$ cat src/hdl/mfu_pkg.sv
// shared types and constants for the mfu page replacement block
// controller state, controller/datapath command and status structs, port widths
// no dependencies
package mfu_pkg;

  // fixed port field widths
  localparam int PAGE_W    = 16;
  localparam int FRAME_W   = 3;
  localparam int FAULT_W   = 32;
  localparam int CFG_W     = 4;
  localparam int S_TDATA_W = 16;
  // hit + frame_index + victim_valid + victim_page + fault_total, padded to bytes
  localparam int M_FIELD_W = 1 + FRAME_W + 1 + PAGE_W + FAULT_W;
  localparam int M_TDATA_W = ((M_FIELD_W + 7) / 8) * 8;
  localparam int M_PAD_W   = M_TDATA_W - M_FIELD_W;

  typedef enum logic [1:0] {
    ST_IDLE,
    ST_SCAN,
    ST_COMMIT
  } mfu_state_t;

  // controller to datapath
  typedef struct packed {
    logic start;   // latch page, advance reference time, restart scan
    logic step;    // examine the frame at the scan index
    logic commit;  // update the frame table and load the result register
  } mfu_cmd_t;

  // datapath to controller
  typedef struct packed {
    logic scan_last;  // scan index is on the last managed frame
    logic out_free;   // result register can take a new result this cycle
  } mfu_stat_t;

endpackage

$ cat src/hdl/mfu_ctrl.sv
// controller state machine for the mfu page replacement block
// sequences accept, frame scan and commit; drives the input ready
// depends on mfu_pkg
module mfu_ctrl (
  input  logic              clk,
  input  logic              rst,
  input  logic              s_tvalid,
  output logic              s_tready,
  input  mfu_pkg::mfu_stat_t stat,
  output mfu_pkg::mfu_cmd_t  cmd
);

  mfu_pkg::mfu_state_t state;
  mfu_pkg::mfu_state_t state_next;

  always_ff @(posedge clk) begin
    if (rst) begin
      state <= mfu_pkg::ST_IDLE;
    end else begin
      state <= state_next;
    end
  end

  // next state
  always_comb begin
    state_next = state;
    case (state)
      mfu_pkg::ST_IDLE: begin
        if (s_tvalid) begin
          state_next = mfu_pkg::ST_SCAN;
        end
      end
      mfu_pkg::ST_SCAN: begin
        if (stat.scan_last) begin
          state_next = mfu_pkg::ST_COMMIT;
        end
      end
      mfu_pkg::ST_COMMIT: begin
        if (stat.out_free) begin
          state_next = mfu_pkg::ST_IDLE;
        end
      end
      default: begin
        state_next = mfu_pkg::ST_IDLE;
      end
    endcase
  end

  // outputs
  always_comb begin
    s_tready   = 1'b0;
    cmd.start  = 1'b0;
    cmd.step   = 1'b0;
    cmd.commit = 1'b0;
    case (state)
      mfu_pkg::ST_IDLE: begin
        // nothing is taken while reset is held
        s_tready  = !rst;
        cmd.start = s_tvalid && !rst;
      end
      mfu_pkg::ST_SCAN: begin
        cmd.step = 1'b1;
      end
      mfu_pkg::ST_COMMIT: begin
        cmd.commit = stat.out_free;
      end
      default: begin
        s_tready = 1'b0;
      end
    endcase
  end

  // a transaction is followed by a scan
  a_start_to_scan: assert property (@(posedge clk) disable iff (rst)
    (s_tvalid && s_tready) |=> (state == mfu_pkg::ST_SCAN))
    else $error("accepted reference did not start a scan");

  // scan ends on the last managed frame
  a_scan_to_commit: assert property (@(posedge clk) disable iff (rst)
    (state == mfu_pkg::ST_SCAN && stat.scan_last) |=> (state == mfu_pkg::ST_COMMIT))
    else $error("scan did not hand over to commit");

  // only one command at a time
  a_one_cmd: assert property (@(posedge clk) disable iff (rst)
    $onehot0({cmd.start, cmd.step, cmd.commit}))
    else $error("overlapping datapath commands");

endmodule

$ cat src/hdl/mfu_dpath.sv
// datapath for the mfu page replacement block
// frame table, scan for match and victim, counters and result register
// depends on mfu_pkg; driven by mfu_ctrl
module mfu_dpath #(
  parameter int NUM_FRAMES = 8,
  parameter int PAGE_BITS  = 16,
  parameter int COUNT_BITS = 16,
  parameter int TIME_BITS  = 32
) (
  input  logic                             clk,
  input  logic                             rst,
  input  mfu_pkg::mfu_cmd_t                cmd,
  output mfu_pkg::mfu_stat_t               stat,
  input  logic [mfu_pkg::PAGE_W-1:0]       page,
  input  logic                             cfg_valid,
  input  logic [mfu_pkg::CFG_W-1:0]        cfg_data,
  output logic                             m_tvalid,
  input  logic                             m_tready,
  output logic [mfu_pkg::M_TDATA_W-1:0]    m_tdata
);

  localparam int FW = (NUM_FRAMES > 1) ? $clog2(NUM_FRAMES) : 1;
  localparam int MW = $clog2(NUM_FRAMES + 1);
  localparam logic [mfu_pkg::CFG_W-1:0] CFG_RESET =
    (NUM_FRAMES < 8) ? mfu_pkg::CFG_W'(NUM_FRAMES) : mfu_pkg::CFG_W'(8);

  // frame table
  logic [PAGE_BITS-1:0]  page_tag      [NUM_FRAMES];
  logic                  tag_valid     [NUM_FRAMES];
  logic [COUNT_BITS-1:0] use_count     [NUM_FRAMES];
  logic [TIME_BITS-1:0]  last_use_time [NUM_FRAMES];

  logic [mfu_pkg::CFG_W-1:0]   frames_in_use;
  logic [MW-1:0]               fill_pointer;
  logic [mfu_pkg::FAULT_W-1:0] fault_count;
  logic [TIME_BITS-1:0]        reference_time;

  // per-reference working registers
  logic [PAGE_BITS-1:0]  cur_page;
  logic [MW-1:0]         scan_idx;
  logic                  found;
  logic [FW-1:0]         hit_slot;
  logic [COUNT_BITS-1:0] hit_count;
  logic [FW-1:0]         best_idx;
  logic [COUNT_BITS-1:0] best_count;
  logic [TIME_BITS-1:0]  best_time;
  logic                  best_valid;
  logic [PAGE_BITS-1:0]  best_tag;

  // result register
  logic                       out_hit;
  logic [mfu_pkg::FRAME_W-1:0] out_frame;
  logic                       out_vvalid;
  logic [mfu_pkg::PAGE_W-1:0] out_vpage;

  logic [MW-1:0]         managed;
  logic [FW-1:0]         e_idx;
  logic                  e_match;
  logic                  e_better;
  logic                  do_fill;
  logic [FW-1:0]         slot;
  logic                  evict;
  logic [COUNT_BITS-1:0] hit_count_next;
  logic [mfu_pkg::FAULT_W-1:0] fault_count_next;
  logic [TIME_BITS-1:0]  reference_time_next;

  // clamp the register to 1..NUM_FRAMES
  always_comb begin
    if (frames_in_use == '0) begin
      managed = MW'(1);
    end else if (32'(frames_in_use) > NUM_FRAMES) begin
      managed = MW'(NUM_FRAMES);
    end else begin
      managed = MW'(frames_in_use);
    end
  end

  assign e_idx    = scan_idx[FW-1:0];
  assign e_match  = tag_valid[e_idx] && (page_tag[e_idx] == cur_page);
  assign e_better = (use_count[e_idx] > best_count) ||
                    ((use_count[e_idx] == best_count) && (last_use_time[e_idx] < best_time));

  assign do_fill = !found && (fill_pointer < managed);
  always_comb begin
    if (found) begin
      slot = hit_slot;
    end else if (do_fill) begin
      slot = fill_pointer[FW-1:0];
    end else begin
      slot = best_idx;
    end
  end
  assign evict = !found && !do_fill && best_valid;

  assign hit_count_next      = (hit_count == '1) ? hit_count : hit_count + COUNT_BITS'(1);
  assign fault_count_next    = (fault_count == '1) ? fault_count
                                                   : fault_count + mfu_pkg::FAULT_W'(1);
  assign reference_time_next = (reference_time == '1) ? reference_time
                                                      : reference_time + TIME_BITS'(1);

  assign stat.scan_last = (scan_idx == managed - MW'(1));
  assign stat.out_free  = !m_tvalid || m_tready;

  // control state and table contents with a reset value
  always_ff @(posedge clk) begin
    if (rst) begin
      for (int i = 0; i < NUM_FRAMES; i++) begin
        tag_valid[i]     <= 1'b0;
        use_count[i]     <= '0;
        last_use_time[i] <= '0;
      end
      frames_in_use  <= CFG_RESET;
      fill_pointer   <= '0;
      fault_count    <= '0;
      reference_time <= '0;
      m_tvalid       <= 1'b0;
    end else begin
      if (cfg_valid) begin
        frames_in_use <= cfg_data;
      end
      if (cmd.start) begin
        reference_time <= reference_time_next;
      end
      if (cmd.commit) begin
        last_use_time[slot] <= reference_time;
        if (found) begin
          use_count[slot] <= hit_count_next;
        end else begin
          use_count[slot] <= COUNT_BITS'(1);
          tag_valid[slot] <= 1'b1;
          fault_count     <= fault_count_next;
          if (do_fill) begin
            fill_pointer <= fill_pointer + MW'(1);
          end
        end
      end
      if (cmd.commit) begin
        m_tvalid <= 1'b1;
      end else if (m_tready) begin
        m_tvalid <= 1'b0;
      end
    end
  end

  // payload registers
  always_ff @(posedge clk) begin
    if (cmd.start) begin
      cur_page <= PAGE_BITS'(page);
      scan_idx <= '0;
      found    <= 1'b0;
    end
    if (cmd.step) begin
      scan_idx <= scan_idx + MW'(1);
      if (e_match && !found) begin
        found     <= 1'b1;
        hit_slot  <= e_idx;
        hit_count <= use_count[e_idx];
      end
      if (scan_idx == '0 || e_better) begin
        best_idx   <= e_idx;
        best_count <= use_count[e_idx];
        best_time  <= last_use_time[e_idx];
        best_valid <= tag_valid[e_idx];
        best_tag   <= page_tag[e_idx];
      end
    end
    if (cmd.commit) begin
      if (!found) begin
        page_tag[slot] <= cur_page;
      end
      out_hit    <= found;
      out_frame  <= mfu_pkg::FRAME_W'(slot);
      out_vvalid <= evict;
      out_vpage  <= evict ? mfu_pkg::PAGE_W'(best_tag) : '0;
    end
  end

  assign m_tdata = {{mfu_pkg::M_PAD_W{1'b0}}, fault_count, out_vpage, out_vvalid,
                    out_frame, out_hit};

  // a hit never evicts
  a_hit_no_victim: assert property (@(posedge clk) disable iff (rst)
    (m_tvalid && out_hit) |-> !out_vvalid)
    else $error("hit result reports an eviction");

  // fault total moves only on a committed miss
  a_fault_stable: assert property (@(posedge clk) disable iff (rst)
    !$past(cmd.commit && !found) |-> $stable(fault_count))
    else $error("fault count changed outside a miss commit");

  // fill pointer never runs past the built frame count
  a_fill_bound: assert property (@(posedge clk) disable iff (rst)
    32'(fill_pointer) <= NUM_FRAMES)
    else $error("fill pointer beyond frame table");

endmodule

$ cat src/hdl/mfu_page_replacement.sv
// most-frequently-used page replacement unit, top level
// instantiates mfu_ctrl (state machine) and mfu_dpath (frame table and scan)
// depends on mfu_pkg
//
// Each transaction on the s_ side is one page reference; each produces exactly
// one result on the m_ side saying whether the page was resident, which frame
// holds it now, which page (if any) was evicted and the running fault total.
// Frames are filled in order while empty; once all managed frames are full the
// frame with the highest use count is replaced, the oldest last use breaking
// ties and then the lowest index. Use counts, the reference time and the fault
// total saturate. One reference is handled at a time: it is accepted, then the
// frame table is scanned sequentially, one managed frame at a time (match and
// victim search share that single pass), and then it is committed. The result
// sits in an output register, so a finished result waiting on m_tready does not
// stop the next reference being accepted and scanned; only its commit waits.
// frames_in_use may only be written while no reference is in flight; 0 behaves
// as 1 and values above NUM_FRAMES as NUM_FRAMES. The config port is always
// ready. s_tready is low while reset is held.
module mfu_page_replacement #(
  parameter int NUM_FRAMES = 8,
  parameter int PAGE_BITS  = 16,
  parameter int COUNT_BITS = 16,
  parameter int TIME_BITS  = 32
) (
  input  logic                          clk,
  input  logic                          rst,
  // reference input
  input  logic                          s_tvalid,
  output logic                          s_tready,
  input  logic [mfu_pkg::S_TDATA_W-1:0] s_tdata,   // [15:0] page
  // result output
  output logic                          m_tvalid,
  input  logic                          m_tready,
  // [0] hit, [3:1] frame_index, [4] victim_valid, [20:5] victim_page,
  // [52:21] fault_total, [55:53] zero
  output logic [mfu_pkg::M_TDATA_W-1:0] m_tdata,
  // frames_in_use register write
  input  logic                          cfg_valid,
  output logic                          cfg_ready,
  input  logic [mfu_pkg::CFG_W-1:0]     cfg_data    // [3:0] frames_in_use
);

  mfu_pkg::mfu_cmd_t  cmd;
  mfu_pkg::mfu_stat_t stat;

  // register writes complete immediately
  assign cfg_ready = 1'b1;

  mfu_ctrl u_ctrl (
    .clk      (clk),
    .rst      (rst),
    .s_tvalid (s_tvalid),
    .s_tready (s_tready),
    .stat     (stat),
    .cmd      (cmd)
  );

  mfu_dpath #(
    .NUM_FRAMES (NUM_FRAMES),
    .PAGE_BITS  (PAGE_BITS),
    .COUNT_BITS (COUNT_BITS),
    .TIME_BITS  (TIME_BITS)
  ) u_dpath (
    .clk       (clk),
    .rst       (rst),
    .cmd       (cmd),
    .stat      (stat),
    .page      (s_tdata),
    .cfg_valid (cfg_valid),
    .cfg_data  (cfg_data),
    .m_tvalid  (m_tvalid),
    .m_tready  (m_tready),
    .m_tdata   (m_tdata)
  );

endmodule
$ cat config.mk
export PLATFORM = sky130hd
export DESIGN_NAME = mfu_page_replacement
export DESIGN_NICKNAME = d
export VERILOG_FILES = /design/src/hdl/mfu_pkg.sv /design/src/hdl/mfu_ctrl.sv /design/src/hdl/mfu_dpath.sv /design/src/hdl/mfu_page_replacement.sv
export SDC_FILE = /design/constraint.sdc
export NUM_CORES = 1
export LEC_CHECK = 0
export ABC_AREA = 1
export BUFFER_PORTS_ARGS = -buffer_cell sky130_fd_sc_hd__buf_2
export CAP_MARGIN = 20
export CORE_AREA = 2 2 215 270
export CTS_BUF_LIST = sky130_fd_sc_hd__clkbuf_4
export DETAILED_ROUTE_END_ITERATION = 16
export DIE_AREA = 0 0 217 272
export GPL_TIMING_DRIVEN = 0
export PLACE_DENSITY = 0.71
export SLEW_MARGIN = 20
export SYNTH_ARGS = -nofsm -noshare
export SYNTH_HDL_FRONTEND = slang
export SYNTH_SLANG_ARGS = --single-unit
$ cat constraint.sdc
create_clock -name clk -period 20.2 [get_ports clk]
set_clock_uncertainty 0.05 [all_clocks]
set_input_delay 1.01 -clock clk [delete_from_list [all_inputs] [get_ports clk]]
set_output_delay 1.01 -clock clk [all_outputs]
set_load 0.05 [all_outputs]
==> impl_metrics.env <==
export IMPL_outcome="completed"
export IMPL_drive_gt1_frac=0.142
export IMPL_grt_pass1_vias=25000
export IMPL_routed_wl_mm=95.7
export IMPL_ys_seq_area_frac=0.647
export IMPL_synth_distinct_cells=46
export IMPL_ir_drop_mv=0.0507
export IMPL_syn_inst=3180
export IMPL_die_h_um=272
export IMPL_postCtsResizedCells=0
export IMPL_finalSetupViolations=0
export IMPL_maxCapViolCount=0
export IMPL_clockRootBuffer="clkbuf_4"
export IMPL_cts_max_level=4
export IMPL_placementRows=98
export IMPL_grt_pass1_wl_mm=143
export IMPL_grt_overflow_total=0
export IMPL_wl_per_cell_um=22.1
export IMPL_finish_utilization=0.642
export IMPL_antenna_found_initial=2
export IMPL_slowest_stage="a21oi_4"
export IMPL_die_w_um=217
export IMPL_slew_viol_final=0
export IMPL_finalHoldViolCount=0
export IMPL_cts_buffers=175
export IMPL_final_period_utilization=0.327
export IMPL_ys_warnings_count=0
export IMPL_path_cells="buf_2 > inv_2 > clkbuf_1 > clkbuf_1 > clkbuf_1 > o21ai_0 > o22ai_1 > nor2_1 > a31oi_1 > ha_1 > nand2_1 > nor3_1 > nand4_1 > nor2_1 > nand2_1 > a311oi_1 > nand2_1 > a21oi_4 > buf_16 > buf_16"
export IMPL_pwr_share_comb=0.221
export IMPL_area_growth_synth_to_final_pct=12.3
export IMPL_tightest_slew_ps=1170
export IMPL_critical_path_class="reg -> reg"
export IMPL_clock_latency_ps=1030
export IMPL_core_area_um2=56600
export IMPL_rsz0062_at_grt="no"
export IMPL_firstDrtPassIters=6
export IMPL_pwr_share_clk=0.315
export IMPL_syn_area_um2=32400
export IMPL_hpwl_mm=66.9
export IMPL_drtIter0Drc=3231
export IMPL_vias_per_cell=5.92
export IMPL_cts_tree="done"
export IMPL_internal_power_w=0.00256
export IMPL_cpPeakStageDelay_ps=750
export IMPL_final_common_cell="nor2_1"
export IMPL_grt_max_degree=28
export IMPL_final_nets=3539
export IMPL_clk_pin_slew_worst_paths_ps=70
export IMPL_cts_hold_buffers=0
export IMPL_slew_headroom=0.218
export IMPL_cp_required_ps=20840
export IMPL_cts_sinks=727
export IMPL_synthArstFlopShare=0
export IMPL_tns_ps=0
export IMPL_die_area_um2=59000
export IMPL_track_usage=0.325
export IMPL_post_cts_setup_buffer_count=0
export IMPL_synthFlopType="edfxtp_1"
export IMPL_switchingPower_w=0.00122
export IMPL_routabilityCongestion=0.916
export IMPL_fmax_ghz=0.151
export IMPL_ant_nets=0
export IMPL_arrival_ps=7240
export IMPL_crit_path_start_kind="flop"
export IMPL_pwr_share_seq=0.464
export IMPL_dr_total_vias=25700
export IMPL_avgSynthCellArea_um2=10.2
export IMPL_p_sw_frac=0.324
export IMPL_placed_cell_area_um2=34200
export IMPL_powerDensity_nw_per_um2=104
export IMPL_drc=0
export IMPL_ioPinCount=84
export IMPL_cts_buffer_depth=3
export IMPL_io_buffers=78
export IMPL_start_util=0.572
export IMPL_hold_path_class="in -> reg"
export IMPL_fin_crit_ps=6600
export IMPL_finalInstanceArea_um2=36400
export IMPL_cp_max_fo=23
export IMPL_final_cell_mix="nor2_1, edfxtp_1, o21ai_0"
export IMPL_ys_ff_latch=727
export IMPL_end_kind="flop"
export IMPL_leakage_nw=13.5
export IMPL_synth_edff_count=640
## worst max-delay path: cells and delay by family, from the launching register on
family / cells / cell delay [ps]
buffers and inverters: 7 / 2560
AOI/OAI and AO/OA: 5 / 1820
and+or+nand+nor: 7 / 1270
DFF: 1 / 310
adders and majority gates: 1 / 240
## per-stage QoR
stage / worst slack [ps] / std cells / power, W / hold WS [ps]
3_5_place_dp: 13820 / 4030 / 0.00260 / 389
4_1_cts: 13780 / 4338 / 0.00377 / 14.3
5_1_grt: 13470 / 4340 / 0.00395 / 30.7
3_3_place_gp: 9070 / 4010 / 0.00256 / 384
6_report: 13600 / 4340 / 0.00378 / 110
2_1_floorplan: 13560 / 3182 / 0.00229 / 371
## final cells by class
cell class	count	area, µm²
inverter	233	875
timing repair buffer	98	779
clock inverter	58	299
clock buffer	250	1880
sequential	727	21000
tap	750	938
multi-input combinational	2049	9880
buffer	173	758
fill	4638	20300
antenna	2	5.00
## worst paths after layout
| kind | from | to | slack (ps) | cells past startpoint |
|---|---|---|---|---|
| worst max-delay path | flop | u_dpath.best_time[3] | 13600 | 20 |
| worst min-delay path | s_tdata[15] | u_dpath.cur_page[15] | 110 | 1 |
| worst max register to register | flop | u_dpath.best_time[3] | 13600 | 20 |
| worst min register to register | u_dpath.tag_valid[5] | u_dpath.tag_valid[5] | 400 | 2 |
## routing by layer
layer  routed length (µm)  track usage
met4                 5490        0.184
met2                45100        0.525
met1                35500        0.405
met3                 9640       0.0744
met5                    0            0
## sequential cells by signal, indices dropped and copies added, names as in the netlist, 4 cells and up, named ones only
name                    count
u_dpath.last_use_time     256
u_dpath.page_tag          128
u_dpath.use_count         128
u_dpath.best_time          32
u_dpath.fault_count        32
u_dpath.reference_time     32
u_dpath.best_count         16
u_dpath.best_tag           16
u_dpath.cur_page           16
u_dpath.hit_count          16
u_dpath.out_vpage          16
u_dpath.tag_valid           8
u_dpath.fill_pointer        4
u_dpath.frames_in_use       4
u_dpath.scan_idx            4
## cells by family after synthesis
kind of cell / count (synthesis) / synth area share
and+or+nand+nor: 1375 / 0.172
DFF: 727 / 0.647
AOI/OAI and AO/OA: 574 / 0.0981
buffers and inverters: 406 / 0.0504
adders and majority gates: 57 / 0.0220
xor gates and xnor gates: 39 / 0.0105
other: 2 / 0.000232
## synth_stat cells, types with 4 or more instances
cell	count	area, µm²
inv_1	208	781
o21ai_1	5	25.0
nand2_2	5	31.3
nand3_2	4	40.0
a21oi_1	93	465
nor4_1	14	87.6
a211oi_1	6	45.0
o21ai_0	308	1540
o221ai_1	11	96.3
o22ai_1	68	425
o211ai_1	5	37.5
inv_2	7	26.3
nor3b_1	5	37.5
nor2_2	7	43.8
or2_2	5	31.3
xnor2_1	10	87.6
buf_4	8	60.1
nor2_1	895	3360
clkbuf_1	93	349
xor2_1	29	254
ha_1	57	713
buf_1	9	33.8
a31oi_1	55	344
buf_2	63	315
nand3_1	51	255
clkinv_1	18	67.6
o21ai_2	9	78.8
nand2_1	292	1100
edfxtp_1	640	19200
o21bai_1	4	30.0
dfxtp_1	87	1740
nor3_1	53	265
nand4_1	34	213
## power by group through the flow
stage          Combinational, W  Clock, W  Sequential [W]
2_1_floorplan          0.000499         0         0.00179
3_3_place_gp           0.000771         0         0.00179
3_5_place_dp           0.000814         0         0.00179
4_1_cts                0.000818   0.00120         0.00175
5_1_grt                0.000909   0.00128         0.00176
6_report               0.000835   0.00119         0.00175
Power figures use the tool's default switching activity.
